## src/rtl/chi_pkg.sv

```systemverilog
`default_nettype none
// ---------------------------------------------------------------------------
// chi_pkg
// Shared sizes, codes, types and helpers of the chained hash table
// (division hash, fixed-depth buckets, insert and delete).
// ---------------------------------------------------------------------------
package chi_pkg;

	// table geometry
	localparam int MAX_BUCKETS  = 16;
	localparam int BUCKET_DEPTH = 8;
	localparam int KEY_BITS     = 31;

	// configuration register width (fixed by the register map)
	localparam int CFG_W = 5;

	// derived widths
	localparam int BKT_W  = (MAX_BUCKETS > 1) ? $clog2(MAX_BUCKETS) : 1;
	localparam int CNT_W  = $clog2(MAX_BUCKETS + 1);
	localparam int REM_W  = BKT_W + 1;
	localparam int FILL_W = $clog2(BUCKET_DEPTH + 1);
	localparam int IDX_W  = (BUCKET_DEPTH > 1) ? $clog2(BUCKET_DEPTH) : 1;
	localparam int ROW_W  = BUCKET_DEPTH * KEY_BITS;
	localparam int CMP_W  = CFG_W + CNT_W;

	// remainder unit: dividend bits retired per cycle and steps per key
	localparam int STEP_BITS = 4;
	localparam int DIV_STEPS = (KEY_BITS + STEP_BITS - 1) / STEP_BITS;
	localparam int DIV_W     = DIV_STEPS * STEP_BITS;
	localparam int STEP_CW   = (DIV_STEPS > 1) ? $clog2(DIV_STEPS) : 1;

	// queue between front and back
	localparam int FIFO_DEPTH = 2;
	localparam int FPTR_W     = (FIFO_DEPTH > 1) ? $clog2(FIFO_DEPTH) : 1;
	localparam int FCNT_W     = $clog2(FIFO_DEPTH + 1);

	// request codes
	localparam logic OP_INSERT = 1'b0;
	localparam logic OP_DELETE = 1'b1;

	// result codes
	localparam logic [1:0] ST_INSERTED = 2'd0;
	localparam logic [1:0] ST_DELETED  = 2'd1;
	localparam logic [1:0] ST_NO_MATCH = 2'd2;
	localparam logic [1:0] ST_FULL     = 2'd3;

	typedef logic [KEY_BITS-1:0] key_t;
	typedef logic [BUCKET_DEPTH-1:0][KEY_BITS-1:0] row_t;

	// one classified request on its way from front to back
	typedef struct packed {
		logic             op;
		key_t             key;
		logic [BKT_W-1:0] bucket;
	} task_t;

	// bucket count in use: zero acts as one, large values saturate
	function automatic logic [CNT_W-1:0] eff_count(input logic [CFG_W-1:0] cfg);
		logic [CMP_W-1:0] wide;
		wide = CMP_W'(cfg);
		if (wide == '0)
			return CNT_W'(1);
		else if (wide > CMP_W'(MAX_BUCKETS))
			return CNT_W'(MAX_BUCKETS);
		else
			return wide[CNT_W-1:0];
	endfunction

endpackage
`default_nettype wire

```

## src/rtl/chi_front.sv

```systemverilog
`default_nettype none
// ---------------------------------------------------------------------------
// chi_front
// Accepts requests and works out the bucket (key modulo bucket count) with
// a restoring remainder unit, a few dividend bits per cycle.
// ---------------------------------------------------------------------------
module chi_front (
	input  wire logic                       clk,
	input  wire logic                       arst_n,
	input  wire logic                       in_valid,
	output logic                            in_ready,
	input  wire logic                       req_type,
	input  wire logic [chi_pkg::KEY_BITS-1:0] key,
	input  wire logic [chi_pkg::CNT_W-1:0]  n,
	output logic                            push,
	output chi_pkg::task_t                  push_task,
	input  wire logic                       fifo_full
);

	localparam logic [1:0] F_IDLE = 2'd0;
	localparam logic [1:0] F_DIV  = 2'd1;
	localparam logic [1:0] F_PUSH = 2'd2;

	logic [1:0]                      state_q;
	logic [chi_pkg::STEP_CW-1:0]     step_q;
	logic [chi_pkg::DIV_W-1:0]       dvd_q;
	logic [chi_pkg::BKT_W-1:0]       rem_q;
	logic [chi_pkg::CNT_W-1:0]       n_q;
	logic                            op_q;
	logic [chi_pkg::KEY_BITS-1:0]    key_q;
	logic [chi_pkg::BKT_W-1:0]       rem_nxt;
	logic                            accept;

	// handshake
	assign in_ready = (state_q == F_IDLE) || ((state_q == F_PUSH) && !fifo_full);
	assign accept   = in_valid && in_ready;
	assign push     = (state_q == F_PUSH) && !fifo_full;

	// classified request: op, key, bucket
	assign push_task = {op_q, key_q, rem_q};

	// restoring remainder steps for this cycle's dividend bits
	always_comb begin
		logic [chi_pkg::BKT_W-1:0] r;
		logic [chi_pkg::REM_W-1:0] t;
		r = rem_q;
		t = '0;
		for (int j = 0; j < chi_pkg::STEP_BITS; j++) begin
			t = {r, dvd_q[chi_pkg::DIV_W-1-j]};
			if (t >= chi_pkg::REM_W'(n_q))
				t = t - chi_pkg::REM_W'(n_q);
			r = t[chi_pkg::BKT_W-1:0];
		end
		rem_nxt = r;
	end

	// request payload and remainder datapath
	always_ff @(posedge clk) begin
		if (accept) begin
			op_q  <= req_type;
			key_q <= key;
			dvd_q <= chi_pkg::DIV_W'(key);
			rem_q <= '0;
			n_q   <= n;
		end else if (state_q == F_DIV) begin
			dvd_q <= dvd_q << chi_pkg::STEP_BITS;
			rem_q <= rem_nxt;
		end
	end

	// sequencer
	always_ff @(posedge clk or negedge arst_n) begin
		if (!arst_n) begin
			state_q <= F_IDLE;
			step_q  <= '0;
		end else begin
			unique case (state_q)
				F_IDLE: begin
					if (accept) begin
						state_q <= F_DIV;
						step_q  <= '0;
					end
				end
				F_DIV: begin
					if (step_q == chi_pkg::STEP_CW'(chi_pkg::DIV_STEPS - 1))
						state_q <= F_PUSH;
					else
						step_q <= step_q + chi_pkg::STEP_CW'(1);
				end
				F_PUSH: begin
					if (accept) begin
						state_q <= F_DIV;
						step_q  <= '0;
					end else if (push) begin
						state_q <= F_IDLE;
					end
				end
				default: begin
					state_q <= F_IDLE;
				end
			endcase
		end
	end

endmodule
`default_nettype wire

```

## config.mk

```make
export PLATFORM = sky130hd
export DESIGN_NAME = chi_front
export DESIGN_NICKNAME = d
export VERILOG_FILES = /design/src/rtl/chi_pkg.sv /design/src/rtl/chi_front.sv
export SDC_FILE = /design/constraint.sdc
export NUM_CORES = 1
export LEC_CHECK = 0
export BUFFER_PORTS_ARGS = -buffer_cell sky130_fd_sc_hd__buf_4
export CAP_MARGIN = 25
export CORE_UTILIZATION = 35
export DETAILED_ROUTE_END_ITERATION = 7
export PLACE_DENSITY = 0.65
export REMOVE_ABC_BUFFERS = 1
export SLEW_MARGIN = 15
export SYNTH_ARGS = -nofsm -noshare
export SYNTH_HDL_FRONTEND = slang
export SYNTH_SLANG_ARGS = --single-unit
export TNS_END_PERCENT = 30
```

## constraint.sdc

```tcl
create_clock -name clk -period 6.35 [get_ports clk]
set_input_delay 1.27 -clock clk [delete_from_list [all_inputs] [get_ports clk]]
set_output_delay 1.27 -clock clk [all_outputs]
set_load 0.02 [all_outputs]
```

Word-level counts from Yosys, hierarchy flattened
Cells that the tools add are included.
{ "totals": {"reg_bits": 78, "in_bits": 41} }
{ "classes": {"n_addsub": 5, "n_lt_le_gt_ge": 4, "eq_ne": 8, "n_mux": 14, "n_reduce_logical": 10} }
{ "op_table": {"columns": ["operator", "n"], "rows": [
  ["31-bit two-way mux", 2],
  ["5-bit greater-or-equal comparator", 4],
  ["4-bit two-way mux", 4],
  ["4-bit subtractor", 4],
  ["2-bit two-way mux", 4],
  ["3-bit two-way mux", 2],
  ["2-bit case mux with 3 select lines", 1],
  ["3-bit case mux with 2 select lines", 1],
  ["3-bit AND reduction", 2],
  ["2-bit by 1-bit inequality test with 1-bit output, second input constant", 2],
  ["2-bit inequality test, second input constant", 2],
  ["2-bit nonzero test", 2],
  ["3-bit by 1-bit adder with 3-bit output, second input constant", 1],
  ["3-bit == test, second input constant", 1],
  ["3-bit inequality test, second input constant", 1],
  ["2-bit by 1-bit == test with 1-bit output, second input constant", 1],
  ["2-bit == test, second input constant", 1],
  ["1-bit logical AND", 2],
  ["2-bit logical NOT", 1],
  ["2-bit OR reduction", 1],
  ["1-bit logical NOT", 1],
  ["1-bit logical OR", 1]
]} }

Depth between registers and ports, before layout
{ "depth": {"word_depth": 8, "ltp_mapped": 24} }

Worst setup path after synthesis
No wires, ideal clock.
{ "synth_path": {"kind": "register -> register", "from": "register n_q[1] (netlist name)", "to": "register rem_q[3] (netlist name)", "setup_ns": 0.114, "arrival_time_ns": 4.841, "setup_slack_ns": 1.395, "stages_incl_launch_ff": 23, "path_buffers": 0, "cell_sequence": "edfxtp_1 -> inv_1 -> ha_1 -> and2_1 -> a21oi_2 -> o21ai_2 -> mux2_4 -> ha_1 -> a21oi_1 -> o21ai_0 -> and4b_1 -> nor3_1 -> inv_1 -> ha_1 -> a31oi_1 -> o21ai_1 -> mux2i_1 -> ha_1 -> a21o_1 -> a21oi_1 -> xor2_1 -> o21ai_0 -> a21o_1"} }
{ "synth_between": {"elab_chain_len": 8} }
{ "synth_rtl": {"columns": ["element", "line_no", "source"], "rows": [
  ["start: declaration", "chi_front.sv:28", "logic [chi_pkg::CNT_W-1:0] n_q;"],
  ["start signal: assignment", "chi_front.sv:64", "n_q <= n;"],
  ["4-bit subtractor / 5-bit greater-or-equal comparator (equally long branches)", "chi_front.sv:51, chi_front.sv:50", null],
  ["4-bit two-way mux", "chi_front.sv:50", "if (t >= chi_pkg::REM_W'(n_q))"],
  ["4-bit subtractor / 5-bit greater-or-equal comparator (equally long branches)", "chi_front.sv:51, chi_front.sv:50", null],
  ["4-bit two-way mux", "chi_front.sv:50", null],
  ["5-bit greater-or-equal comparator / 4-bit subtractor (equally long branches)", "chi_front.sv:50, chi_front.sv:51", null],
  ["4-bit two-way mux", "chi_front.sv:50", null],
  ["4-bit subtractor / 5-bit greater-or-equal comparator (equally long branches)", "chi_front.sv:51, chi_front.sv:50", null],
  ["4-bit two-way mux *", "chi_front.sv:50", null],
  ["end signal: assignment", "chi_front.sv:67", "rem_q <= rem_nxt;"],
  ["end: declaration", "chi_front.sv:27", "logic [chi_pkg::BKT_W-1:0] rem_q;"]
]} }
Mark *: on every way between the ends. The rest lies on a longest branch, timed or not.
A chain may end at the register's enable or synchronous reset.

Worst setup path after layout
{ "layout_path": {"from": "register n_q[1] (netlist name)", "to": "register rem_q[2] (netlist name)"} }
The elaborated chain is that of the path after synthesis.

==> impl_metrics.tcl <==
set metrics [dict create \
    h-tree-depth 3 \
    synth_enable_flop_cells 68 \
    firstDrtPassIters 4 \
    yosys-top-cells-count "nand2_1 (95), edfxtp_1 (68), ha_1 (22)" \
    die_w_um 105 \
    vias 2565 \
    finalWorstSetupSlack_ns 0.734 \
    synth.most_common_cell "nand2_1" \
    multi_input_area_mm2 0.00133 \
    cts_tree "yes" \
    finalHoldViolCount 0 \
    port_buffers 78 \
    wl_per_cell_um 13.7 \
    viasPerCell 4.79 \
    start_util 0.360 \
    register_area_mm2 0.00227 \
    min_path_type "reg2reg" \
    setup_viol 0 \
    ys_seq_area_frac 0.613 \
    fmax_ghz 0.178 \
    syn_avg_cell_area_um2 11.9 \
    status "complete, no violations" \
    globalplace.congestion 0.789 \
    max_slew_margin 0.599 \
    crit_arrival_ns 5.86 \
    period_needed_ns 5.62 \
    synth_area_leaders "edfxtp_1 (55%), nand2_1 (9.6%), ha_1 (7.4%), dfrtp_1 (3.4%), dfxtp_1 (2.7%)" \
    whs_ns 0.448 \
    grt_remaining_overflow 0 \
    setup.worst_path.class "reg2reg" \
    synth.largest_area_cell "edfxtp_1" \
    cp-start-kind "flip-flop" \
    netlist-cell-type-count 38 \
    synth_ff_type "edfxtp_1" \
    core_mm2 0.0103 \
    worstPathRequired_ns 6.60 \
    pre_cts_slack_ns 0.791 \
    nets 461 \
    areaGrowthSynthToFinish_pct 25.8 \
    antenna_left 0 \
    finalSetupTns_ns 0 \
    antenna_found_initial 0 \
    yosys_warnings 0 \
    synth-seq-cells 78 \
    wirelength_um 7310 \
    pin_count 79 \
    final_max_slew_viol_count 0 \
    endpoint_kind "flip-flop" \
    fp.dieH_um 105 \
    path_clk_slew_ns 0.08 \
    drt_iter0_markers 80 \
    synthCells 310 \
    cts_resized 0 \
    dpl.hpwl_um 5330 \
    fillerInstances 1010 \
    clockBufferDepth 2 \
    tightest_slew_ns 0.602 \
    synth.top_cell.area_share 0.552 \
    die-area_mm2 0.0110 \
    cts_hold_buf 0 \
    fin_worst_skew_ns 0.00751 \
    finalCritPeriodShare 0.884 \
    drive_gt1_frac 0.268 \
    max_cap_viol_count 0 \
    diodes 0 \
    grt_pass1_wl_um 12000 \
    cts.sinks 78 \
    drc_errors 0 \
    clk_root_buffer_cell "clkbuf_8" \
    async_flop_share 0.0641 \
    cp_max_fo 6 \
    placementRows 37 \
    placed_area_mm2 0.00444 \
    numCtsBuffers 9 \
    clk_latency_ns 0.34 \
    grt_pass1_vias 2618 \
    post_cts_buffers 0 \
    grt_max_degree 51 \
    syn-cell-area_mm2 0.00370 \
    fin_area_mm2 0.00465 \
    rsz0062_at_grt "false" \
    grt_use_total 0.140 \
]
## logic make-up (layout without fill, tap and decap cells)
family                     after synthesis  after routing  synth area share
AOI/OAI and AO/OA                       41             41            0.0721
xor gates and xnor gates                 8              8            0.0190
adders and majority gates               26             26            0.0961
buffers and inverters                   25            114            0.0271
DFF                                     78             78             0.613
muxes                                   12             12            0.0372
and+or+nand+nor                        120            120             0.135
## routing by layer
layer	part of all wire	wire (µm)	up-vias	GRT usage
met4	0.031	230	0	0.0714
met1	0.43	3120	1224	0.163
met5	0	0	-	0
met2	0.47	3420	69	0.227
li1	-	-	1256	-
met3	0.074	538	16	0.0518
## metrics by stage
stage | instances | util
after floorplan | 302 | -
after global placement | 519 | 0.432
after detailed placement | 519 | 0.432
after CTS | 535 | 0.453
after global routing | 535 | 0.453
final | 535 | 0.453
## layout by cell type (no fill, tap or decap), drive strengths merged
cell type  netlist  final
o22ai            1      1
nand2           95     95
nor2             4      4
clkinvlp         0      1
a22o             1      1
fa               4      4
edfxtp          68     68
o21ai           10     10
a21o             9      9
and4b            1      1
and3             4      4
mux2i            4      4
buf              3     81
a211oi           1      1
bufinv           0      2
a31o             1      1
a31oi            2      2
ha              22     22
nand3            5      5
xnor2            6      6
mux2             8      8
dfrtp            5      5
xor2             2      2
and2             1      1
inv             17     17
nor3             1      1
dfxtp            5      5
o31ai            1      1
a311o            1      1
nor2b            4      4
clkinv           0      4
nand2b           5      5
o2111a           1      1
clkbuf           5      9
a21oi           13     13
## critical path, cell delays in order, from the launching register on
cell and delay (ns):
edfxtp_1 0.46, inv_1 0.26, ha_1 0.30, and2_1 0.19, a21oi_2 0.19, o21ai_2 0.11, mux2_4 0.32, ha_1 0.33
a21oi_1 0.13, o21ai_0 0.17, and4b_1 0.26, nor3_1 0.41, inv_1 0.09, ha_1 0.31, a31oi_1 0.09, o21ai_1 0.36
mux2i_1 0.32, ha_1 0.32, a21o_1 0.18, a31oi_1 0.17, o21ai_1 0.20, nand3_1 0.15, nand2_1 0.06, a21o_1 0.14
## worst paths after layout
kind	from	endpoint	slack, ns	cells past startpoint
setup / recovery	n_q[1]	rem_q[2]	0.73	23
hold / removal	dvd_q[27]	dvd_q[31]	0.45	2
setup reg to reg	n_q[1]	rem_q[2]	0.73	23
hold reg to reg	dvd_q[27]	dvd_q[31]	0.45	2
max in group asynchronous	arst_n	step_q[2]	5.53	1
min in group asynchronous	arst_n	step_q[0]	0.71	1
## sequential cells by signal, indices dropped and copies added (netlist names)
name / count
dvd_q: 32
key_q: 31
n_q: 5
op_q: 1
rem_q: 4
state_q: 2
step_q: 3
## final cells by class
cell class                      instances  area share
Sequential cell                        78       0.487
Inverter                               17      0.0137
Timing Repair Buffer                   81       0.131
Clock buffer                            9      0.0266
Tap cell                              136      0.0366
Multi-Input combinational cell        207       0.286
Clock inverter                          7      0.0191
Power is not shown: default switching activity piles up to over one toggle a cycle in this logic, so the estimate is an artifact.
