--- src/rtl/chi_pkg.sv ---
`default_nettype none
// ---------------------------------------------------------------------------
// chi_pkg
// Shared sizes, codes, types and helpers of the chained hash table
// (division hash, fixed-depth buckets, insert and delete).
// ---------------------------------------------------------------------------
package chi_pkg;

	// table geometry
	localparam int MAX_BUCKETS  = 16;
	localparam int BUCKET_DEPTH = 8;
	localparam int KEY_BITS     = 31;

	// configuration register width (fixed by the register map)
	localparam int CFG_W = 5;

	// derived widths
	localparam int BKT_W  = (MAX_BUCKETS > 1) ? $clog2(MAX_BUCKETS) : 1;
	localparam int CNT_W  = $clog2(MAX_BUCKETS + 1);
	localparam int REM_W  = BKT_W + 1;
	localparam int FILL_W = $clog2(BUCKET_DEPTH + 1);
	localparam int IDX_W  = (BUCKET_DEPTH > 1) ? $clog2(BUCKET_DEPTH) : 1;
	localparam int ROW_W  = BUCKET_DEPTH * KEY_BITS;
	localparam int CMP_W  = CFG_W + CNT_W;

	// remainder unit: dividend bits retired per cycle and steps per key
	localparam int STEP_BITS = 4;
	localparam int DIV_STEPS = (KEY_BITS + STEP_BITS - 1) / STEP_BITS;
	localparam int DIV_W     = DIV_STEPS * STEP_BITS;
	localparam int STEP_CW   = (DIV_STEPS > 1) ? $clog2(DIV_STEPS) : 1;

	// queue between front and back
	localparam int FIFO_DEPTH = 2;
	localparam int FPTR_W     = (FIFO_DEPTH > 1) ? $clog2(FIFO_DEPTH) : 1;
	localparam int FCNT_W     = $clog2(FIFO_DEPTH + 1);

	// request codes
	localparam logic OP_INSERT = 1'b0;
	localparam logic OP_DELETE = 1'b1;

	// result codes
	localparam logic [1:0] ST_INSERTED = 2'd0;
	localparam logic [1:0] ST_DELETED  = 2'd1;
	localparam logic [1:0] ST_NO_MATCH = 2'd2;
	localparam logic [1:0] ST_FULL     = 2'd3;

	typedef logic [KEY_BITS-1:0] key_t;
	typedef logic [BUCKET_DEPTH-1:0][KEY_BITS-1:0] row_t;

	// one classified request on its way from front to back
	typedef struct packed {
		logic             op;
		key_t             key;
		logic [BKT_W-1:0] bucket;
	} task_t;

	// bucket count in use: zero acts as one, large values saturate
	function automatic logic [CNT_W-1:0] eff_count(input logic [CFG_W-1:0] cfg);
		logic [CMP_W-1:0] wide;
		wide = CMP_W'(cfg);
		if (wide == '0)
			return CNT_W'(1);
		else if (wide > CMP_W'(MAX_BUCKETS))
			return CNT_W'(MAX_BUCKETS);
		else
			return wide[CNT_W-1:0];
	endfunction

endpackage
`default_nettype wire

--- src/rtl/chi_fifo.sv ---
`default_nettype none
// ---------------------------------------------------------------------------
// chi_fifo
// Short queue of classified requests between front and back.
// ---------------------------------------------------------------------------
module chi_fifo (
	input  wire logic      clk,
	input  wire logic      arst_n,
	input  wire logic      push,
	input  chi_pkg::task_t push_task,
	output logic           full,
	input  wire logic      pop,
	output chi_pkg::task_t pop_task,
	output logic           empty
);

	chi_pkg::task_t                slot_q [chi_pkg::FIFO_DEPTH];
	logic [chi_pkg::FPTR_W-1:0]    wptr_q;
	logic [chi_pkg::FPTR_W-1:0]    rptr_q;
	logic [chi_pkg::FCNT_W-1:0]    count_q;

	assign full     = (count_q == chi_pkg::FCNT_W'(chi_pkg::FIFO_DEPTH));
	assign empty    = (count_q == '0);
	assign pop_task = slot_q[rptr_q];

	// storage
	always_ff @(posedge clk) begin
		if (push)
			slot_q[wptr_q] <= push_task;
	end

	// pointers and occupancy
	always_ff @(posedge clk or negedge arst_n) begin
		if (!arst_n) begin
			wptr_q  <= '0;
			rptr_q  <= '0;
			count_q <= '0;
		end else begin
			if (push) begin
				if (wptr_q == chi_pkg::FPTR_W'(chi_pkg::FIFO_DEPTH - 1))
					wptr_q <= '0;
				else
					wptr_q <= wptr_q + chi_pkg::FPTR_W'(1);
			end
			if (pop) begin
				if (rptr_q == chi_pkg::FPTR_W'(chi_pkg::FIFO_DEPTH - 1))
					rptr_q <= '0;
				else
					rptr_q <= rptr_q + chi_pkg::FPTR_W'(1);
			end
			if (push && !pop)
				count_q <= count_q + chi_pkg::FCNT_W'(1);
			else if (pop && !push)
				count_q <= count_q - chi_pkg::FCNT_W'(1);
		end
	end

endmodule
`default_nettype wire

--- config.mk ---
export PLATFORM = sky130hd
export DESIGN_NAME = chi_fifo
export DESIGN_NICKNAME = d
export VERILOG_FILES = /design/src/rtl/chi_pkg.sv /design/src/rtl/chi_fifo.sv
export SDC_FILE = /design/constraint.sdc
export NUM_CORES = 1
export LEC_CHECK = 0
export BUFFER_PORTS_ARGS = -buffer_cell sky130_fd_sc_hd__buf_2
export CORE_ASPECT_RATIO = 1.5
export CORE_MARGIN = 10
export CORE_UTILIZATION = 45
export DETAILED_ROUTE_END_ITERATION = 7
export GPL_TIMING_DRIVEN = 0
export PLACE_DENSITY = 0.7
export RECOVER_POWER = 50
export SETUP_SLACK_MARGIN = 0.15
export SLEW_MARGIN = 40
export SYNTH_ARGS = -nofsm -noshare
export SYNTH_HDL_FRONTEND = slang
export SYNTH_SLANG_ARGS = --single-unit
export TNS_END_PERCENT = 100
--- constraint.sdc ---
create_clock -name clk -period 3.1 [get_ports clk]
set_input_delay 0.465 -clock clk [delete_from_list [all_inputs] [get_ports clk]]
set_output_delay 0.465 -clock clk [all_outputs]
set_load 0.02 [all_outputs]
# After elaboration in Yosys (flattened, before gate mapping)
# Memories as Yosys holds them, arrays and structs flattened.
# Index checks and enable logic that the tools add are counted.
[op_classes] add_sub_neg=4 n_eq_ne=1 n_mux=6 n_reduce_logical=6
[ops] op="$mux W1" n=4
[ops] op="$mux W2" n=2
[ops] op="$add A1 B1 Y1 const B" n=2
[ops] op="$add A2 B1 Y2 const B" n=1
[ops] op="$eq A2 B2 Y1 const B" n=1
[ops] op="$logic_and A1 B1 Y1" n=2
[ops] op="$logic_not A1 Y1" n=2
[ops] op="$logic_not A2 Y1" n=1
[ops] op="$reduce_bool A2 Y1" n=1
[ops] op="$sub A2 B1 Y2 const B" n=1
[word_totals] reg_bits=4 mem_bits_rw=72 inputBits=40 output_inout_bits=38 elab_cells=21 memories=1
[mem_list] memory="slot_q" words=2 width=36 read_ports=1 rd_clocked_by_memory_dff=0 write_ports=1 line="chi_fifo.sv:17" source="chi_pkg::task_t slot_q [chi_pkg::FIFO_DEPTH];"

# Logic depth before layout (Yosys ltp)
# Gate-level depths: netlist of run 1.
[logic_depth] ltp_word=4 ltp_mapped=5 ltp_nobuf=5

# Worst setup path after synthesis of run 1
# No wires, ideal clock.
[synth_timing] path_kind="input-to-reg" start="in push" end="mem slot_q[0][0] (netlist name), enable pin" setup_ns=0.434 t_arrival_ns=2.083 required_ns=2.666 slack_ns=0.583 stages=1 path_buffers=0 cell_sequence="nor2b_1"
[synth_between] elab_chain_len=2
[synth_lines] element="start: declaration" line="chi_fifo.sv:9" source="input wire logic push,"
[synth_lines] element="$mux W1" line="chi_fifo.sv:28" source="if (push)"
[synth_lines] element="$mux W1 (implied by the code)" line="chi_fifo.sv:29" source="slot_q[wptr_q] <= push_task;"
[synth_lines] element="end: declaration" line="chi_fifo.sv:17"
# Every way passes these cells.

==> metrics.md, run 1 <==
| Metric | Value |
|---|---|
| Full die area | 0.0102 sq mm |
| Die boundary height | 119 um |
| Yosys Warn Count | 0 |
| Total detailed-routing wirelength | 5.28 mm |
| Clock edge transition at the registers on the reported setup and hold paths | 0.07 ns |
| Worst-margin pin slew | 0.856 ns |
| Met3 Routed Length | 420 um |
| Worst hold margin | 0.301 ns |
| Max layer used | met4 |
| Top-level port count | 78 |
| First-pass GRT wire length | 8.37 mm |
| CP max stage delay | 0.59 ns |
| Post-synth top flop | sky130_fd_sc_hd__edfxtp_1 |
| Category of the worst setup path capture point | primary output |
| CP max stage cell | sky130_fd_sc_hd__clkbuf_1 |
| CP cell instances | clkbuf_1 -> buf_12 -> mux2_4 -> buf_2 |
| Final cycle utilization of the critical path | 78.2% |
| Wire length on met1 | 1.73 mm |
| Vias in the first global route | 1595 |
| Count leader, synth | sky130_fd_sc_hd__edfxtp_1 |
| Effective utilization at floorplan | 45.6% |
| Number of placed cells counting well taps | 283 |
| Crit path time final | 2.43 ns |
| Number of vias per cell | 4.73 |
| Endpoints failing setup | 0 |
| Post-CTS Setup Repair Bufs | 0 |
| Number of buffer cells added on primary ports | 77 |
| Share of the core filled with cells in the final layout | 56.7% |
| Leading post-synthesis cells by cell area | sky130_fd_sc_hd__edfxtp_1 (74%), sky130_fd_sc_hd__mux2_4 (15%), sky130_fd_sc_hd__dfrtp_1 (3.4%) |
| Standard-cell row count | 36 |
| Width of the die | 85.9 um |
| Status | completed |
| Count of different cell masters after synthesis | 13 |
| Buffer cell driving the clock tree root | sky130_fd_sc_hd__clkbuf_8 |
| Required @ worst endpoint | 2.63 ns |
| Number of remaining DRC errors | 0 |
| Buffers and inverters on the worst path | 3 |
| Cell Area, Synth | 0.00293 sq mm |
| Max Clk Rate | 0.412 GHz |
| Total number of H-tree levels | 3 |
| Number of violations reported at the end of detailed-routing iteration 0 | 74 |
| Class of the tightest hold or removal check | primary input to flop |
| Top cell type's share of synthesized area | 73.7% |
| Unrepaired setup endpoints after global routing | false |
| Residual overflow from global routing | 0 |
| Buffers from clock root to sink, at most | 2 |
| Pre-CTS setup slack | 1.49 ns |
| Post-synth top area cell | sky130_fd_sc_hd__edfxtp_1 |
| Worst Hold Launch | push_task[12] |
| Latest clock arrival within the worst-skew pair | 0.35 ns |
| Post-cts hold buffer count | 1 |
| Area overhead of the layout relative to synthesis | 24.5% |
| IR Drop Worst-Case VDD | 0.613 mV |
| Rel. slew slack | 42.9% |
| Overall routing resource usage | 11.1% |
| Count of nets left with antenna violations after detail routing | 0 |
| Initial antenna violation count | 0 |
| Sequential share of the synthesized area | 77.1% |
| Number of maximum-capacitance violations | 0 |
| Number of slew-limit violations in the final report | 0 |
| Average routed wire per standard cell | 17.6 um |
| Final std cells w/o fill | 300 |
| Number of buffers added by the clock tree synthesis step | 9 |
| Vias after detailed routing | 1419 |
| Maximum number of pins on one net before global-route repair | 37 |
| Flip-flop and latch count after synthesis | 76 |
| Most frequent cells after synthesis | sky130_fd_sc_hd__edfxtp_1 (72), sky130_fd_sc_hd__mux2_4 (29), sky130_fd_sc_hd__mux2_2 (7) |
| Crit path from | rptr_q |
| Critical path data arrival time | 1.96 ns |
| Leakage | 1.47 nW |
| Synthesized area per cell | 22.9 sq um |
| Net count reported at finish | 260 |
| Layout Skew | 0.00815 ns |
| Number of gates given a new drive strength after cts | 0 |
| Share of cells above drive strength 1 | 54.5% |
| Clock tree sinks | 76 |
| Crit path launch type | flop |
| Number of synthesized flops with an enable pin | 72 |
| Post-Synthesis Cells | 128 |
| Syn Nets | 169 |
| Placer congestion estimate | 0.664 |
| CTS tree | yes |
| Category of cells accounting for the largest share of critical-path delay | buffers and inverters |
| Number of antenna repair diodes | 0 |
| Placeable core region | 0.00644 sq mm |
| Final setup margin | 0.675 ns |
| PD cells | 959 mW/mm^2 |
| Post-detailed-placement half-perimeter wirelength | 3.85 mm |
| CP max FO | 10 |
| Length of the first detailed-routing pass in iterations | 4 |
| Type of the worst setup path | flop to primary output |
| Number of hold-slack violations in the final timing report | 0 |
| Reg-to-reg startpoint | wptr_q |
| Detailed-routed wire length on met2 | 2.94 mm |
| Async set-or-reset flop fraction in the synthesized netlist | 5.26% |
==> registers in the layout (all words and copies together) (netlist names) <==
register,cells
count_q,2
rptr_q,1
slot_q,72
wptr_q,1
==> path summary, 6_finish.rpt <==
check | end | slack [ns] | depth (start not counted)
max | pop_task[8] | 0.67 | 4
min | slot_q[0][12] | 0.30 | 1
max reg2reg | slot_q[0][16] | 1.03 | 2
min reg2reg | wptr_q | 0.49 | 1
max in group asynchronous | rptr_q | 2.45 | 2
min in group asynchronous | count_q[0] | 0.46 | 2
==> cell families (layout without fill, tap and decap cells) <==
| family | count (synthesis) | after routing | share of synthesized area [%] |
|---|---|---|---|
| XOR/XNOR | 5 | 5 | 1.49 |
| adder cells (fa/ha/maj) | 1 | 1 | 0.426 |
| buffers and inverters | 5 | 101 | 2.56 |
| flip-flops | 76 | 76 | 77.1 |
| multiplexers | 36 | 36 | 17.5 |
| AND/OR/NAND/NOR | 5 | 5 | 0.896 |
==> worst reg2reg max path, cell delays in order, from the launching register on <==
cell                       delay [ns]
sky130_fd_sc_hd__dfrtp_1         0.40
sky130_fd_sc_hd__nor2b_1         0.57
sky130_fd_sc_hd__clkbuf_1        0.71
==> cell type report <==
class	count	area, sq um
fill	532	2790
sequential	76	2260
multi-input combinational	47	599
timing repair buffer	80	413
clock buffer	11	141
tap	76	95.1
clock inverter	5	75.1
buffer	4	63.8
inverter	1	3.75
==> layout by cell type, fill, tap and decap left out <==
master,count
sky130_fd_sc_hd__edfxtp_1,72
sky130_fd_sc_hd__buf_16,1
sky130_fd_sc_hd__xor2_1,4
sky130_fd_sc_hd__nor2b_1,2
sky130_fd_sc_hd__dfrtp_1,4
sky130_fd_sc_hd__and2_4,1
sky130_fd_sc_hd__clkbuf_8,10
sky130_fd_sc_hd__clkinv_2,3
sky130_fd_sc_hd__buf_2,66
sky130_fd_sc_hd__ha_1,1
sky130_fd_sc_hd__xnor2_1,1
sky130_fd_sc_hd__bufinv_16,2
sky130_fd_sc_hd__inv_1,1
sky130_fd_sc_hd__clkbuf_1,14
sky130_fd_sc_hd__nor2_1,2
sky130_fd_sc_hd__mux2_2,7
sky130_fd_sc_hd__mux2_4,29
sky130_fd_sc_hd__dlygate4sd3_1,1
sky130_fd_sc_hd__buf_12,3
==> stage by stage <==
| stage | instance area [sq um] | total power [mW] | TNS (ns) |
|---|---|---|---|
| after floorplan | 2930 | 2.39 | 0 |
| after global placement | 3410 | 2.73 | -16.72 |
| after detailed placement | 3480 | 2.80 | 0 |
| after CTS | 3710 | 3.61 | 0 |
| after global routing | 3650 | 3.69 | 0 |
| final | 3650 | 3.50 | 0 |
==> metal layers <==
layer	up-vias	GRT usage (%)
met4	0	7.33
li1	680	-
met2	45	18.6
met5	-	0
met1	681	9.99
met3	13	5.73
==> where the power goes <==
group | total [mW] | internal, mW | leakage (nW) | switching (mW)
Combinational | 1.27 | 0.589 | 0.633 | 0.681
Sequential | 1.43 | 1.37 | 0.722 | 0.0615
Clock | 0.803 | 0.471 | 0.113 | 0.332
Note: power is estimated with default switching activity, not from simulation.
==> run 2, diff against run 1 <==
clock period = 2.34 ns   (was 3.1 ns; I/O delays follow)
==> run 2 against run 1 <==
  * Register-to-register slack lost 0.37 ns
  * Sequential power grew 32%
  * Utilization shrank 0.27 points
  * Non-clock buffer count is the same
  * Total power grew 29%
  * First-iteration DRC count grew 58%
  * Critical path type unchanged
  * Critical endpoint is now pop_task[7]
  * Largest cell class unchanged
==> metrics.md, run 2 (same netlist as run 1, synthesis figures left out) <==
| Metric | Value |
|---|---|
| Final setup margin | 0.507 ns (-0.168 ns) |
| Count of nets left with antenna violations after detail routing | 0 (unchanged) |
| Commonest non-fill, non-tap cells in the layout | sky130_fd_sc_hd__edfxtp_1 (72), sky130_fd_sc_hd__buf_2 (61), sky130_fd_sc_hd__mux2_4 (29) |
| Reg area | 0.00226 sq mm (unchanged) |
| Area taken by multi-input logic gates | 599 sq um (unchanged) |
| Max Clk Rate | 0.545 GHz |
| CP max FO | 10 (unchanged) |
| Portion of total power attributed to the clock network | 19.9% (-3.0 points) |
| First-pass GRT wire length | 8.26 mm (-1.3%) |
| Pre-CTS setup slack | 0.849 ns (-0.639 ns) |
| Residual overflow from global routing | 0 (unchanged) |
| Full die area | 0.0102 sq mm (unchanged) |
| Number of violations reported at the end of detailed-routing iteration 0 | 117 (+58%) |
| Total detailed-routing wirelength | 5.19 mm (-1.6%) |
| IR Drop Worst-Case VDD | 0.920 mV (+50%) |
| Largest register FFs | 72 (unchanged) |
| Number of remaining DRC errors | 0 (unchanged) |
| Number of filler instances in the final layout | 530 (-0.38%) |
| Layout Skew | 0.00645 ns (-0.00170 ns) |
| Net count reported at finish | 260 (unchanged) |
| Status | completed |
| Initial antenna violation count | 0 (unchanged) |
| Width of the die | 85.9 um (unchanged) |
| Post-route setup TNS | 0 ns (unchanged) |
| Crit path time final | 1.83 ns |
| Average routed wire per standard cell | 17.4 um (-1.2%) |
| Number of slew-limit violations in the final report | 0 (unchanged) |
| Class of the tightest hold or removal check | primary input to flop |
| Rel. slew slack | 36.0% (-7.0 points) |
| CP max stage cell | sky130_fd_sc_hd__dfrtp_1 |
| Placeable core region | 0.00644 sq mm (unchanged) |
| CP max stage delay | 0.37 ns (-0.22 ns) |
| Most common library cell in the layout ignoring fill and taps | sky130_fd_sc_hd__edfxtp_1 |
| Vias in the first global route | 1636 (+2.6%) |
| Latest clock arrival within the worst-skew pair | 0.34 ns (about the same) |
| Switching Fraction | 31.1% (+0.41 points) |
| Type of the worst setup path | flop to primary output |
| Int Power | 3.11 mW (+28%) |
| Sequential fraction of design power | 41.9% (+1.1 points) |
| Number of hold-slack violations in the final timing report | 0 (unchanged) |
| Placer congestion estimate | 0.655 (-1.4%) |
| Category of the worst setup path capture point | primary output |
| Total number of H-tree levels | 3 (unchanged) |
| Crit path launch type | flop |
| Effective utilization at floorplan | 45.6% (unchanged) |
| Standard-cell row count | 36 (unchanged) |
| Maximum number of pins on one net before global-route repair | 37 (unchanged) |
| Leakage | 1.45 nW (-1.6%) |
| Buffer cell driving the clock tree root | sky130_fd_sc_hd__clkbuf_8 |
| Number of maximum-capacitance violations | 0 (unchanged) |
| Area overhead of the layout relative to synthesis | 23.9% |
| Clock edge transition at the registers on the reported setup and hold paths | 0.07 ns (about the same) |
| Number of vias per cell | 4.69 (-0.80%) |
| Required @ worst endpoint | 1.99 ns (-0.64 ns) |
| CP cell instances | buf_6 -> buf_12 -> mux2_4 -> buf_2 |
| Largest registers | slot_q x72, count_q x2 |
| Number of buffer cells added on primary ports | 77 (unchanged) |
| Combinational cell fraction of total power | 38.2% (+1.9 points) |
| Largest Register | slot_q |
| Number of buffers added by the clock tree synthesis step | 9 (unchanged) |
| Clock tree sinks | 76 (unchanged) |
| Overall routing resource usage | 10.9% (-0.19 points) |
| Post-CTS Setup Repair Bufs | 0 (unchanged) |
| CTS tree | yes |
| Final cycle utilization of the critical path | 78.4% |
| Switching power summed over all nets | 1.40 mW (+31%) |
| Share of cells above drive strength 1 | 51.6% (-2.9 points) |
| Unrepaired setup endpoints after global routing | false |
| Die boundary height | 119 um (unchanged) |
| Worst-margin pin slew | 0.959 ns (+0.103 ns) |
| PD cells | 1240 mW/mm^2 (+30%) |
| Critical path data arrival time | 1.48 ns (-0.48 ns) |
| Length of the first detailed-routing pass in iterations | 4 (unchanged) |
| Post-detailed-placement half-perimeter wirelength | 3.74 mm (-2.9%) |
| Top-level port count | 78 (unchanged) |
| Endpoints failing setup | 0 (unchanged) |
| Number of antenna repair diodes | 0 (unchanged) |
| Vias after detailed routing | 1403 (-1.1%) |
| Buffers from clock root to sink, at most | 2 (unchanged) |
| Number of gates given a new drive strength after cts | 0 (unchanged) |
-- run 2: cell count changes in the layout (fill, tap and decap cells not counted), sizes merged --
cell | before | now
clkbuf | 24 | 28
buf | 70 | 67
bufinv | 2 | 1
clkinv | 3 | 2
-- run 2: power by group through the flow --
stage               Sequential [mW]  Combinational (mW)  Clock (mW)
floorplan                      1.91                1.26           0
global placement               1.92                1.70           0
detailed placement             1.93                1.77           0
CTS                            1.90                1.78       0.938
global route                   1.92                1.84       0.994
finish                         1.89                1.72       0.899
-- run 2: critical path, delay by kind of cell (launching register included) --
kind | cells | cell delay (ns)
buffers and inverters | 3 | 0.48
flip-flops | 1 | 0.37
multiplexers | 1 | 0.30
-- run 2: area by class of cell --
type | count | area share (%)
plain buffers | 4 | 1.96
clock buffers | 12 | 3.72
clock inverters | 3 | 1.07
inverters | 1 | 0.103
multi-input cells | 47 | 16.5
flip-flops and latches | 76 | 62.2
well taps | 76 | 2.62
repair buffers | 80 | 11.8
-- run 2: per-stage QoR --
step / util [%] / cell area (sq um) / hold slack [ns] / power, mW / instances
after CTS: 56.9 / 3660 / 0.174 / 4.62 / 299
after global routing: 56.4 / 3640 / 0.171 / 4.76 / 299
after floorplan: - / 2940 / 0.0554 / 3.17 / 128
after global placement: 53.0 / 3420 / 0.163 / 3.62 / 281
final: 56.4 / 3640 / 0.197 / 4.52 / 299
after detailed placement: 54.0 / 3480 / 0.162 / 3.70 / 283
-- run 2: routing by layer --
| metal | routed length [um] | GRT usage (%) |
|---|---|---|
| met5 | 0 | 0 |
| met4 | 113 | 6.20 |
| met3 | 277 | 4.57 |
| met2 | 2990 | 19.2 |
| met1 | 1820 | 10.0 |
-- run 2: repair_timing --
action,CTS,global route
endpoints found under the hold margin,4,0
setup endpoints to repair,0,0
hold buffers,1,0
-- run 2: path summary, 6_finish.rpt --
path                       depth (start not counted)          start  slack [ns]            end
min reg2reg                                        1         wptr_q        0.49         wptr_q
max reg2reg                                        2         wptr_q        0.66  slot_q[0][13]
max in group asynchronous                          2         arst_n        1.78     count_q[0]
min                                                1  push_task[24]        0.20  slot_q[1][24]
min in group asynchronous                          2         arst_n        0.37         rptr_q
max                                                4         rptr_q        0.51    pop_task[7]
