`src/rtl/chi_pkg.sv`:
```
`default_nettype none
// ---------------------------------------------------------------------------
// chi_pkg
// Shared sizes, codes, types and helpers of the chained hash table
// (division hash, fixed-depth buckets, insert and delete).
// ---------------------------------------------------------------------------
package chi_pkg;

	// table geometry
	localparam int MAX_BUCKETS  = 16;
	localparam int BUCKET_DEPTH = 8;
	localparam int KEY_BITS     = 31;

	// configuration register width (fixed by the register map)
	localparam int CFG_W = 5;

	// derived widths
	localparam int BKT_W  = (MAX_BUCKETS > 1) ? $clog2(MAX_BUCKETS) : 1;
	localparam int CNT_W  = $clog2(MAX_BUCKETS + 1);
	localparam int REM_W  = BKT_W + 1;
	localparam int FILL_W = $clog2(BUCKET_DEPTH + 1);
	localparam int IDX_W  = (BUCKET_DEPTH > 1) ? $clog2(BUCKET_DEPTH) : 1;
	localparam int ROW_W  = BUCKET_DEPTH * KEY_BITS;
	localparam int CMP_W  = CFG_W + CNT_W;

	// remainder unit: dividend bits retired per cycle and steps per key
	localparam int STEP_BITS = 4;
	localparam int DIV_STEPS = (KEY_BITS + STEP_BITS - 1) / STEP_BITS;
	localparam int DIV_W     = DIV_STEPS * STEP_BITS;
	localparam int STEP_CW   = (DIV_STEPS > 1) ? $clog2(DIV_STEPS) : 1;

	// queue between front and back
	localparam int FIFO_DEPTH = 2;
	localparam int FPTR_W     = (FIFO_DEPTH > 1) ? $clog2(FIFO_DEPTH) : 1;
	localparam int FCNT_W     = $clog2(FIFO_DEPTH + 1);

	// request codes
	localparam logic OP_INSERT = 1'b0;
	localparam logic OP_DELETE = 1'b1;

	// result codes
	localparam logic [1:0] ST_INSERTED = 2'd0;
	localparam logic [1:0] ST_DELETED  = 2'd1;
	localparam logic [1:0] ST_NO_MATCH = 2'd2;
	localparam logic [1:0] ST_FULL     = 2'd3;

	typedef logic [KEY_BITS-1:0] key_t;
	typedef logic [BUCKET_DEPTH-1:0][KEY_BITS-1:0] row_t;

	// one classified request on its way from front to back
	typedef struct packed {
		logic             op;
		key_t             key;
		logic [BKT_W-1:0] bucket;
	} task_t;

	// bucket count in use: zero acts as one, large values saturate
	function automatic logic [CNT_W-1:0] eff_count(input logic [CFG_W-1:0] cfg);
		logic [CMP_W-1:0] wide;
		wide = CMP_W'(cfg);
		if (wide == '0)
			return CNT_W'(1);
		else if (wide > CMP_W'(MAX_BUCKETS))
			return CNT_W'(MAX_BUCKETS);
		else
			return wide[CNT_W-1:0];
	endfunction

endpackage
`default_nettype wire

```
`src/rtl/chi_ram.sv`:
```
`default_nettype none
// ---------------------------------------------------------------------------
// chi_ram
// Generic single-write, single-read RAM with registered read data.
// ---------------------------------------------------------------------------
module chi_ram #(
	parameter int WIDTH = 8,
	parameter int DEPTH = 16
) (
	input  wire logic                                     clk,
	input  wire logic                                     we,
	input  wire logic [((DEPTH > 1) ? $clog2(DEPTH) : 1)-1:0] waddr,
	input  wire logic [WIDTH-1:0]                         wdata,
	input  wire logic                                     re,
	input  wire logic [((DEPTH > 1) ? $clog2(DEPTH) : 1)-1:0] raddr,
	output logic      [WIDTH-1:0]                         rdata
);

	logic [WIDTH-1:0] mem_q [DEPTH];
	logic [WIDTH-1:0] rdata_q;

	// write port
	always_ff @(posedge clk) begin
		if (we)
			mem_q[waddr] <= wdata;
	end

	// registered read port, holds while idle
	always_ff @(posedge clk) begin
		if (re)
			rdata_q <= mem_q[raddr];
	end

	assign rdata = rdata_q;

endmodule
`default_nettype wire

```
`src/rtl/chi_back.sv`:
```
`default_nettype none
// ---------------------------------------------------------------------------
// chi_back
// Runs inserts and deletes on a bucket row: reads it, on a delete compares
// every entry at once, rewrites a changed row and fill count, gives the result.
// ---------------------------------------------------------------------------
module chi_back (
	input  wire logic                        clk,
	input  wire logic                        arst_n,
	input  wire logic                        fifo_empty,
	input  chi_pkg::task_t                   head_task,
	output logic                             pop,
	output logic                             out_valid,
	input  wire logic                        out_ready,
	output logic [1:0]                       status,
	output logic [chi_pkg::BKT_W-1:0]        bucket
);

	localparam logic B_IDLE = 1'b0;
	localparam logic B_EXEC = 1'b1;

	logic                           state_q;
	chi_pkg::task_t                 cur_q;
	logic [chi_pkg::FILL_W-1:0]     fill_q [chi_pkg::MAX_BUCKETS];
	logic                           out_valid_q;
	logic [1:0]                     status_q;
	logic [chi_pkg::BKT_W-1:0]      bucket_q;

	logic [chi_pkg::ROW_W-1:0]      rd_data;
	chi_pkg::row_t                  rd_row;
	chi_pkg::row_t                  new_row;
	logic [chi_pkg::FILL_W-1:0]     fill;
	logic [chi_pkg::FILL_W-1:0]     new_fill;
	logic [1:0]                     new_status;
	logic                           row_we;
	logic                           out_free;
	logic                           exec;

	assign out_free = !out_valid_q || out_ready;
	assign pop      = (state_q == B_IDLE) && !fifo_empty;
	assign exec     = (state_q == B_EXEC) && out_free;
	assign rd_row   = chi_pkg::row_t'(rd_data);
	assign fill     = fill_q[cur_q.bucket];

	// bucket rows, one row per bucket
	chi_ram #(
		.WIDTH (chi_pkg::ROW_W),
		.DEPTH (chi_pkg::MAX_BUCKETS)
	) u_rows (
		.clk   (clk),
		.we    (row_we),
		.waddr (cur_q.bucket),
		.wdata (chi_pkg::ROW_W'(new_row)),
		.re    (pop),
		.raddr (head_task.bucket),
		.rdata (rd_data)
	);

	// row update: append on insert, remove first match and close the gap on delete
	always_comb begin
		logic [chi_pkg::BUCKET_DEPTH-1:0] hit;
		logic [chi_pkg::IDX_W-1:0]        idx;
		logic                             found;
		new_row    = rd_row;
		new_fill   = fill;
		new_status = chi_pkg::ST_INSERTED;
		row_we     = 1'b0;
		hit        = '0;
		idx        = '0;
		found      = 1'b0;
		if (cur_q.op == chi_pkg::OP_INSERT) begin
			if (fill == chi_pkg::FILL_W'(chi_pkg::BUCKET_DEPTH)) begin
				new_status = chi_pkg::ST_FULL;
			end else begin
				new_row[fill[chi_pkg::IDX_W-1:0]] = cur_q.key;
				new_fill   = fill + chi_pkg::FILL_W'(1);
				new_status = chi_pkg::ST_INSERTED;
				row_we     = exec;
			end
		end else begin
			for (int i = 0; i < chi_pkg::BUCKET_DEPTH; i++)
				hit[i] = (chi_pkg::FILL_W'(i) < fill) && (rd_row[i] == cur_q.key);
			// first match wins
			for (int i = chi_pkg::BUCKET_DEPTH - 1; i >= 0; i--) begin
				if (hit[i]) begin
					idx   = chi_pkg::IDX_W'(i);
					found = 1'b1;
				end
			end
			if (found) begin
				for (int i = 0; i < chi_pkg::BUCKET_DEPTH - 1; i++) begin
					if (chi_pkg::IDX_W'(i) >= idx)
						new_row[i] = rd_row[i+1];
				end
				new_fill   = fill - chi_pkg::FILL_W'(1);
				new_status = chi_pkg::ST_DELETED;
				row_we     = exec;
			end else begin
				new_status = chi_pkg::ST_NO_MATCH;
			end
		end
	end

	// current request and result payload
	always_ff @(posedge clk) begin
		if (pop)
			cur_q <= head_task;
		if (exec) begin
			status_q <= new_status;
			bucket_q <= cur_q.bucket;
		end
	end

	// control, fill counts and output beat
	always_ff @(posedge clk or negedge arst_n) begin
		if (!arst_n) begin
			state_q     <= B_IDLE;
			out_valid_q <= 1'b0;
			for (int b = 0; b < chi_pkg::MAX_BUCKETS; b++)
				fill_q[b] <= '0;
		end else begin
			unique case (state_q)
				B_IDLE: begin
					if (pop)
						state_q <= B_EXEC;
				end
				B_EXEC: begin
					if (exec)
						state_q <= B_IDLE;
				end
				default: begin
					state_q <= B_IDLE;
				end
			endcase
			if (exec) begin
				fill_q[cur_q.bucket] <= new_fill;
				out_valid_q          <= 1'b1;
			end else if (out_ready) begin
				out_valid_q <= 1'b0;
			end
		end
	end

	assign out_valid = out_valid_q;
	assign status    = status_q;
	assign bucket    = bucket_q;

endmodule
`default_nettype wire

```
`config.mk`:
```
export PLATFORM = sky130hd
export DESIGN_NAME = chi_back
export DESIGN_NICKNAME = d
export VERILOG_FILES = /design/src/rtl/chi_pkg.sv /design/src/rtl/chi_ram.sv /design/src/rtl/chi_back.sv
export SDC_FILE = /design/constraint.sdc
export NUM_CORES = 2
export LEC_CHECK = 0
export BUFFER_PORTS_ARGS = -buffer_cell sky130_fd_sc_hd__buf_2
export CORE_UTILIZATION = 37
export DETAILED_ROUTE_END_ITERATION = 10
export PLACE_DENSITY = 0.54
export REMOVE_ABC_BUFFERS = 1
export SLEW_MARGIN = 20
export SYNTH_ARGS = -nofsm -noshare
export SYNTH_HDL_FRONTEND = slang
export SYNTH_SLANG_ARGS = --single-unit
```
`constraint.sdc`:
```
create_clock -name clk -period 14.2 [get_ports clk]
set_input_delay 0.71 -clock clk [delete_from_list [all_inputs] [get_ports clk]]
set_output_delay 0.71 -clock clk [all_outputs]
set_load 0.01 [all_outputs]
```
# After elaboration in Yosys (flattened, before gate mapping)

Memories as Yosys holds them, arrays and structs flattened. A register that Yosys moved wholly into a read port is not among the register bits.
Index checks and enable logic that the tools add are counted.

Register bits: 108
Memory bits (writable): 3968
Output and inout port bits: 8
Memories: 1

Memories:

| name         | depth | width | read ports | clocked after memory_dff | write ports | line          | source |
|---|---|---|---|---|---|---|---|
| u_rows.mem_q | 16    | 248   | 1          | 1                        | 1           | chi_ram.sv:19 | `logic [WIDTH-1:0] mem_q [DEPTH];` |

$add $sub $neg: 2
Magnitude comparators: 19
Equal/unequal tests: 9
Mux-type cells: 54
Bitwise gates (word level): 2
Reduce and logical (&&, ||, !) cells: 16

Operator list:

| kind                                                              | count |
|---|---|
| 2-to-1 mux 217 bit                                                | 2 |
| 2-to-1 mux 31 bit                                                 | 9 |
| bitwise mux 248 bit                                               | 1 |
| equality test 31 bit                                              | 8 |
| 2-to-1 mux 248 bit                                                | 1 |
| demux 31 bit (select 3 bit)                                       | 1 |
| bitwise mux 64 bit                                                | 1 |
| 2-to-1 mux 3 bit                                                  | 9 |
| 2-to-1 mux 4 bit                                                  | 6 |
| 2-to-1 mux 1 bit                                                  | 18 |
| binary-select mux 4 bit (select 4 bit)                            | 1 |
| demux 4 bit (select 4 bit)                                        | 1 |
| less-than comparator 3 x 4 -> 1 bit (first input constant)        | 4 |
| logical AND 1 bit                                                 | 12 |
| greater-or-equal comparator 3 bit (first input constant)          | 3 |
| less-than comparator 1 x 4 -> 1 bit (first input constant)        | 2 |
| less-than comparator 2 x 4 -> 1 bit (first input constant)        | 2 |
| greater-or-equal comparator 1 x 3 -> 1 bit (first input constant) | 2 |
| greater-or-equal comparator 2 x 3 -> 1 bit (first input constant) | 2 |
| 2-to-1 mux 2 bit                                                  | 3 |
| greater-or-equal comparator 5 bit (second input constant)         | 1 |
| less-than comparator 5 x 1 -> 1 bit (second input constant)       | 1 |
| NOT 4 -> 5 bit                                                    | 1 |
| adder 4 x 1 -> 4 bit (second input constant)                      | 1 |
| other kinds (9)                                                   | 10 |

# Longest topological paths before layout

Word-level depth: 19
Mapped depth: 17

# By module

A second synthesis with hierarchy kept.

Cell total of the unflattened synthesis: 8456
Area total of the unflattened synthesis: 171757.2 sq um

Modules (own cells, without submodules):

| module   | instances | cells each | area an instance (sq um) | seq. area each (sq um) |
|---|---|---|---|---|
| chi_ram  | 1         | 6471       | 156387.5                 | 126601.4 |
| chi_back | 1         | 1985       | 15369.7                  | 2912.8 |

# Worst setup path before layout

No wires, ideal clock.

Path type: reg2reg
Start: register cur_q[1] in the netlist's numbering
End: memory u_rows.mem_q[10][0] in the netlist's numbering, enable pin
Library setup time: 0.863 ns
Arrival time: 13.369 ns
Data required time: 13.337 ns
Path slack: -0.031 ns
Cell stages (with the launch flop): 16
Path through: edfxtp_1 buf_6 buf_8 buf_6 mux4_2 mux4_2 buf_4 clkinv_2 ha_1 buf_2 nor4_1 o31ai_4 nand4_2 o21ai_1 buf_2 nor2_1

Cells in the longest elaborated chain, start to end: 19
Elaborated cells between the ends (all ways): 35

Ends and longest elaborated chain:

| what                                                | line            | source |
|---|---|---|
| from (decl)                                         | chi_back.sv:23  | `chi_pkg::task_t cur_q;` |
| from (signal assigned)                              | chi_back.sv:107 | `cur_q <= head_task;` |
| NOT 4 -> 5 bit (not written as such)                | chi_back.sv:43  | `assign fill = fill_q[cur_q.bucket];` |
| binary-select mux 4 bit (select 4 bit)              | chi_back.sv:43  |  |
| 2-to-1 mux 4 bit (not written as such) (2 in a row) | chi_back.sv:43  |  |
| less-than comparator 3 x 4 -> 1 bit                 | chi_back.sv:82  | `hit[i] = (chi_pkg::FILL_W'(i) < fill) && (rd_row[i] == cur_q.key);` |
| logical AND 1 bit                                   | chi_back.sv:82  |  |
| 2-to-1 mux 1 bit (8 in a row)                       | chi_back.sv:85  | `if (hit[i]) begin` |
| 2-to-1 mux 1 bit                                    | chi_back.sv:71  | `if (cur_q.op == chi_pkg::OP_INSERT) begin` |
| 2-to-1 mux 1 bit                                    | chi_back.sv:90  | `if (found) begin` |
| 2-to-1 mux 1 bit                                    | chi_back.sv:71  |  |
| 2-to-1 mux 1 bit                                    | chi_ram.sv:24   | `if (we)` |
| 2-to-1 mux 1 bit (not written as such)              | chi_ram.sv:25   | `mem_q[waddr] <= wdata;` |
| to (decl)                                           | chi_ram.sv:19   |  |

Several ways; a longest one is shown, not always the timed one. The select of a mux whose other input is x is not followed.

# Worst setup path in the final report

Start: register cur_q[21] in the netlist's numbering
End: memory u_rows.mem_q[4][182] in the netlist's numbering, enable pin

Cells in the longest elaborated chain, start to end: 15
Elaborated cells between the ends (all ways): 29

Ends and longest elaborated chain:

| what                                     | line |
|---|---|
| equality test 31 bit                     | chi_back.sv:82 |
| logical AND 1 bit                        | chi_back.sv:82 |
| 2-to-1 mux 1 bit (7 in a row)            | chi_back.sv:85 |
| 2-to-1 mux 1 bit *                       | chi_back.sv:85 |
| 2-to-1 mux 1 bit *                       | chi_back.sv:71 |
| 2-to-1 mux 1 bit *                       | chi_back.sv:90 |
| 2-to-1 mux 1 bit *                       | chi_back.sv:71 |
| 2-to-1 mux 1 bit *                       | chi_ram.sv:24 |
| 2-to-1 mux 1 bit (not written as such) * | chi_ram.sv:25 |

Mark *: on every way between the ends. The rest lies on a longest branch, timed or not. The select of a mux whose other input is x is not followed.

==> results <==
- The run finished with clean final reports.
- Setup violations remaining at the end of the flow were counted as 0.
- Counting stages on the worst path, the most repeated cell is buf_4.
- During I/O placement, the number of pins put on the boundary was 48.
- In the final design database the tool counted between 8,000 and 9,000 nets.
- The endpoint class of the critical path is a register.
- The number of antenna violations at the first check in global routing is 35.
- The horizontal die dimension is between 600 and 700 µm.
- The most used flip-flop cell after synthesis is edfxtp_1.
- Of the post-synthesis cell area, the dominant cell type holds between 70% and 80%.
- The register-to-register path setup slack is roughly 6.7 ns.
- The worst slew margin relative to its limit is about a fifth.
- Clock latency on the worst-skew pair, taken at its later pin, is between 1 and 1.5 ns.
- Input and output buffers added on the ports amount to 47.
- The maximum level of the CTS H-tree is 5.
- The number of flip-flops and latches in the synthesized netlist is roughly 4,300.
- The path category of the worst min-delay check is in2reg.
- Global routing finished with a remaining overflow of 0.
- Leaving out fill and tap cells, the most frequent cells in the layout are edfxtp_1 (4,258), mux4_2 (1,211), clkbuf_16 (443).
- The number of buffers inserted during clock tree synthesis is between 400 and 500.
- The region available for standard cell placement spans 461,100 µm².
- The final-layout fill cell count is between 30,000 and 40,000.
- For this run, the share of the core covered by cells in the final layout is between 40% and 50%.
- The total placed cells including tap cells is between 10,000 and 15,000.
- The synthesized design contains approximately 4,300 enable-type register cells.
- The final number of max-transition violations is 0.
- By startpoint and endpoint, the worst setup path is classified as reg2reg.
- The Yosys step of the flow raised 0 warnings.
- The share of flip-flops with an asynchronous set or reset is 1.526%.
- In this run the worst path has a maximum fanout of 47.
- The total routing usage reported by global routing is between 20% and 30%.
- STA classifies the critical path startpoint as a register.
- After detailed routing, the average wire length per cell comes to ~33 µm.
- The signal arrival time at the worst endpoint is slightly above 8 ns.
- In the post-synthesis netlist, the biggest area contributors are edfxtp_1 (74%), mux4_2 (16%), mux2i_1 (1.0%).
- The vias per cell is 5.763.
- The worst path uses 52.80% of the clock period.
- Once the floorplan was initialized, standard cells occupied 37.23% of the core.
- In this run the cell area measured after placement is 180,500 µm².
- The slew of the pin with the lowest slew margin is between 1 and 1.5 ns.
- The startpoint of the lowest-slack hold path is head_task[7].
- The number of DRC markers in iteration 0 is around 10,000.
- The count of nets left with antenna violations after detail routing is 0.
- The chip height is a little under 700 µm.
- The end of the worst register-to-register path is u_rows.mem_q[4][182]$_DFFE_PP_.
- The finished cells cover slightly below 200,000 µm².
- The share of layout cells above drive strength 1 is around 28%.
- Adding up every negative setup slack in the final design gives 0 ns.
- Counting distinct cell types in the post-synthesis netlist gives between 60 and 70.
- The full die area is between 400,000 and 500,000 µm².
- The worst setup slack before clock tree synthesis is 6.678 ns.
- Along the worst hold path, the cell count comes to 1.
- Dividing total power by cell area gives a power density of 148.6 nW/µm².
- The longest clock path from root to sink contains 4 buffers.
- The overall routed net length is slightly below 500,000 µm.
- The root buffer cell chosen for the clock tree is clkbuf_16.
- The combined buffer and inverter count along the critical path is 4.
- The worst min-delay path endpoint is cur_q[7]$_DFFE_PP_.
- Routability-driven placement finished with a final weighted congestion of roughly 0.84.
- Clock-pin slew was measured on the worst setup and hold paths at approximately 0.060 ns.
- Setup slack on the critical path of the routed design comes to 6.703 ns.
- Summed over all cells, the static leakage comes to 60.29 nW.
- The count of vias placed by the detailed router is 84,500.
- Based on the critical path, the design can be clocked at up to 133.4 MHz.
- The area added between synthesis and finish is 13.64%.
- The post-synthesis instance total is between 7,000 and 8,000.
- The total number of cells along the worst setup path is 11.
- The final non-filler cell total is 14,660.
- The worst register-to-register path has a depth of 11.
- The time the worst path needs with I/O delays and setup is ~7.5 ns.
- Entering global routing, the biggest net connects about 110 pins.
- The sink count of the clock tree is 4,324.
- The tool flagged a number of max-cap violations equal to 0.
- The delay contributed by the slowest stage of the critical path is 1.01 ns.
- Setup repair after global routing left no endpoint under its margin.
- The sum of net half-perimeters after detailed placement is approximately 270,000 µm.
- Among all stages on the critical path, the largest delay is contributed by edfxtp_1.
- After synthesis the cells add up to roughly 170,000 µm².
- The initialized floorplan defines around 250 standard-cell rows.
- At the worst endpoint, the required time is between 10 and 15 ns.
- The iteration count of the initial detailed-routing pass is 5.
- The proportion of synthesized chip area in sequential cells is approximately three quarters.
- Grouping stages by cell kind, the critical path spends the most delay in buffers and inverters.
- The signal on the critical path passes through xor2_1 > nor4_1 > nand4_1 > o221a_2 > nand4_2 > o21ai_4 > buf_4 > nor2_4 > buf_4 > buf_4 > buf_4.
- The number of global-route vias before repair is 85,790.
- The first global-routing pass estimated around 680,000 µm of wire.
- Across the routed clock network, the largest skew measured is 0.09499 ns.
- The number of hold violations in the final report is 0.
- The TritonCTS clock tree is yes.
- The library cell used most frequently in the layout, excluding fill and tap cells, is edfxtp_1.
- VDD sags by at most between 0.0001 and 0.00015 V.
- Each instance of the synthesized netlist takes up on average 21.80 µm².
- In this run the critical register-to-register path is launched from cur_q[21]$_DFFE_PP_.
- The cell type contributing the most total cell area after synthesis is edfxtp_1.
- The post-route DRC violation count is 0.
layout make-up:
cell class | count | area, µm² | area share, %
Clock inverter | 264 | 2551 | 1.308
Inverter | 37 | 142.6 | 0.07311
Tap cell | 6149 | 7694 | 3.943
Multi-Input combinational cell | 2998 | 40730 | 20.88
Sequential cell | 4324 | 129500 | 66.38
Timing Repair Buffer | 345 | 2999 | 1.537
Antenna cell | 6 | 15.01 | 0.007695
Clock buffer | 538 | 11460 | 5.875
worst max path at each step:
stage / from / to / slack, ns
floorplan: cur_q[35]$_DFFE_PP_ / u_rows.mem_q[5][0]$_DFFE_PP_ / -4.13
finish: cur_q[21]$_DFFE_PP_ / u_rows.mem_q[4][182]$_DFFE_PP_ / 6.70
global placement: cur_q[0]$_DFFE_PP_ / u_rows.mem_q[4][213]$_DFFE_PP_ / 6.68
detailed placement: cur_q[0]$_DFFE_PP_ / u_rows.mem_q[4][213]$_DFFE_PP_ / 6.68
CTS: cur_q[0]$_DFFE_PP_ / u_rows.mem_q[4][182]$_DFFE_PP_ / 6.72
global route: cur_q[0]$_DFFE_PP_ / u_rows.mem_q[4][182]$_DFFE_PP_ / 6.46
sequential cells by signal (all words and copies together) (netlist names):
| register | flops |
|---|---|
| u_rows.mem_q | 3968 |
| fill_q | 64 |
| status | 2 |
| bucket | 4 |
| cur_q | 36 |
| out_valid | 1 |
| u_rows.rdata | 248 |
| state_q | 1 |
per-layer routing:
layer | track usage [%] | vias to the layer above | wire length (µm)
met4 | 5.926 | 14 | 15690
met3 | 3.297 | 739 | 34630
li1 | - | 33670 | -
met1 | 28.73 | 46550 | 203300
met5 | 0 | - | 95
met2 | 32.97 | 3529 | 232100
per-stage QoR:
step	hold slack, ns	power (mW)
floorplan	0.4144	16.61
global placement	0.4521	17.77
detailed placement	0.4638	17.87
CTS	0.008658	29.19
global route	0.03331	29.82
finish	0.07759	28.99
synth_stat cells, drive strengths merged, types with 2 or more instances:
cell	number
edfxtp	4258
mux4	1211
clkbuf	329
nand2	233
buf	188
mux2i	180
a21oi	171
a211oi	170
nor2b	168
xnor2	131
xor2	119
o21ai	96
mux2	80
dfrtp	66
a31oi	64
nor2	61
nand4	43
nand3	41
inv	36
nor4	36
and3	33
o31ai	33
a22oi	31
o31a	31
o41ai	16
nor3	10
nand2b	4
a21o	3
and2b	3
and4	3
ha	3
a41o	2
a41oi	2
and2	2
or2	2
report_power, final:
group | internal [mW] | switching, mW | total [mW] | leakage, nW
logic | 0.797 | 1.88 | 2.68 | 14.3
registers | 14.8 | 0.192 | 15.0 | 39.2
clock network | 6.40 | 4.95 | 11.3 | 6.82
logic make-up after synthesis:
logic type,after synthesis,share of synthesized area [%]
and+or+nand+nor,643,1.917
DFF,4324,75.44
xor gates and xnor gates,250,1.275
adders and majority gates,3,0.02187
muxes,1471,17.48
buffers and inverters,554,1.341
AOI/OAI and AO/OA,631,2.530
timing repair:
item,CTS,global route
setup buffers,0,0
hold buffers,26,0
endpoints found under the hold margin,91,0
gates resized for setup,0,0
No activity file was read; power rests on OpenSTA's default activity.
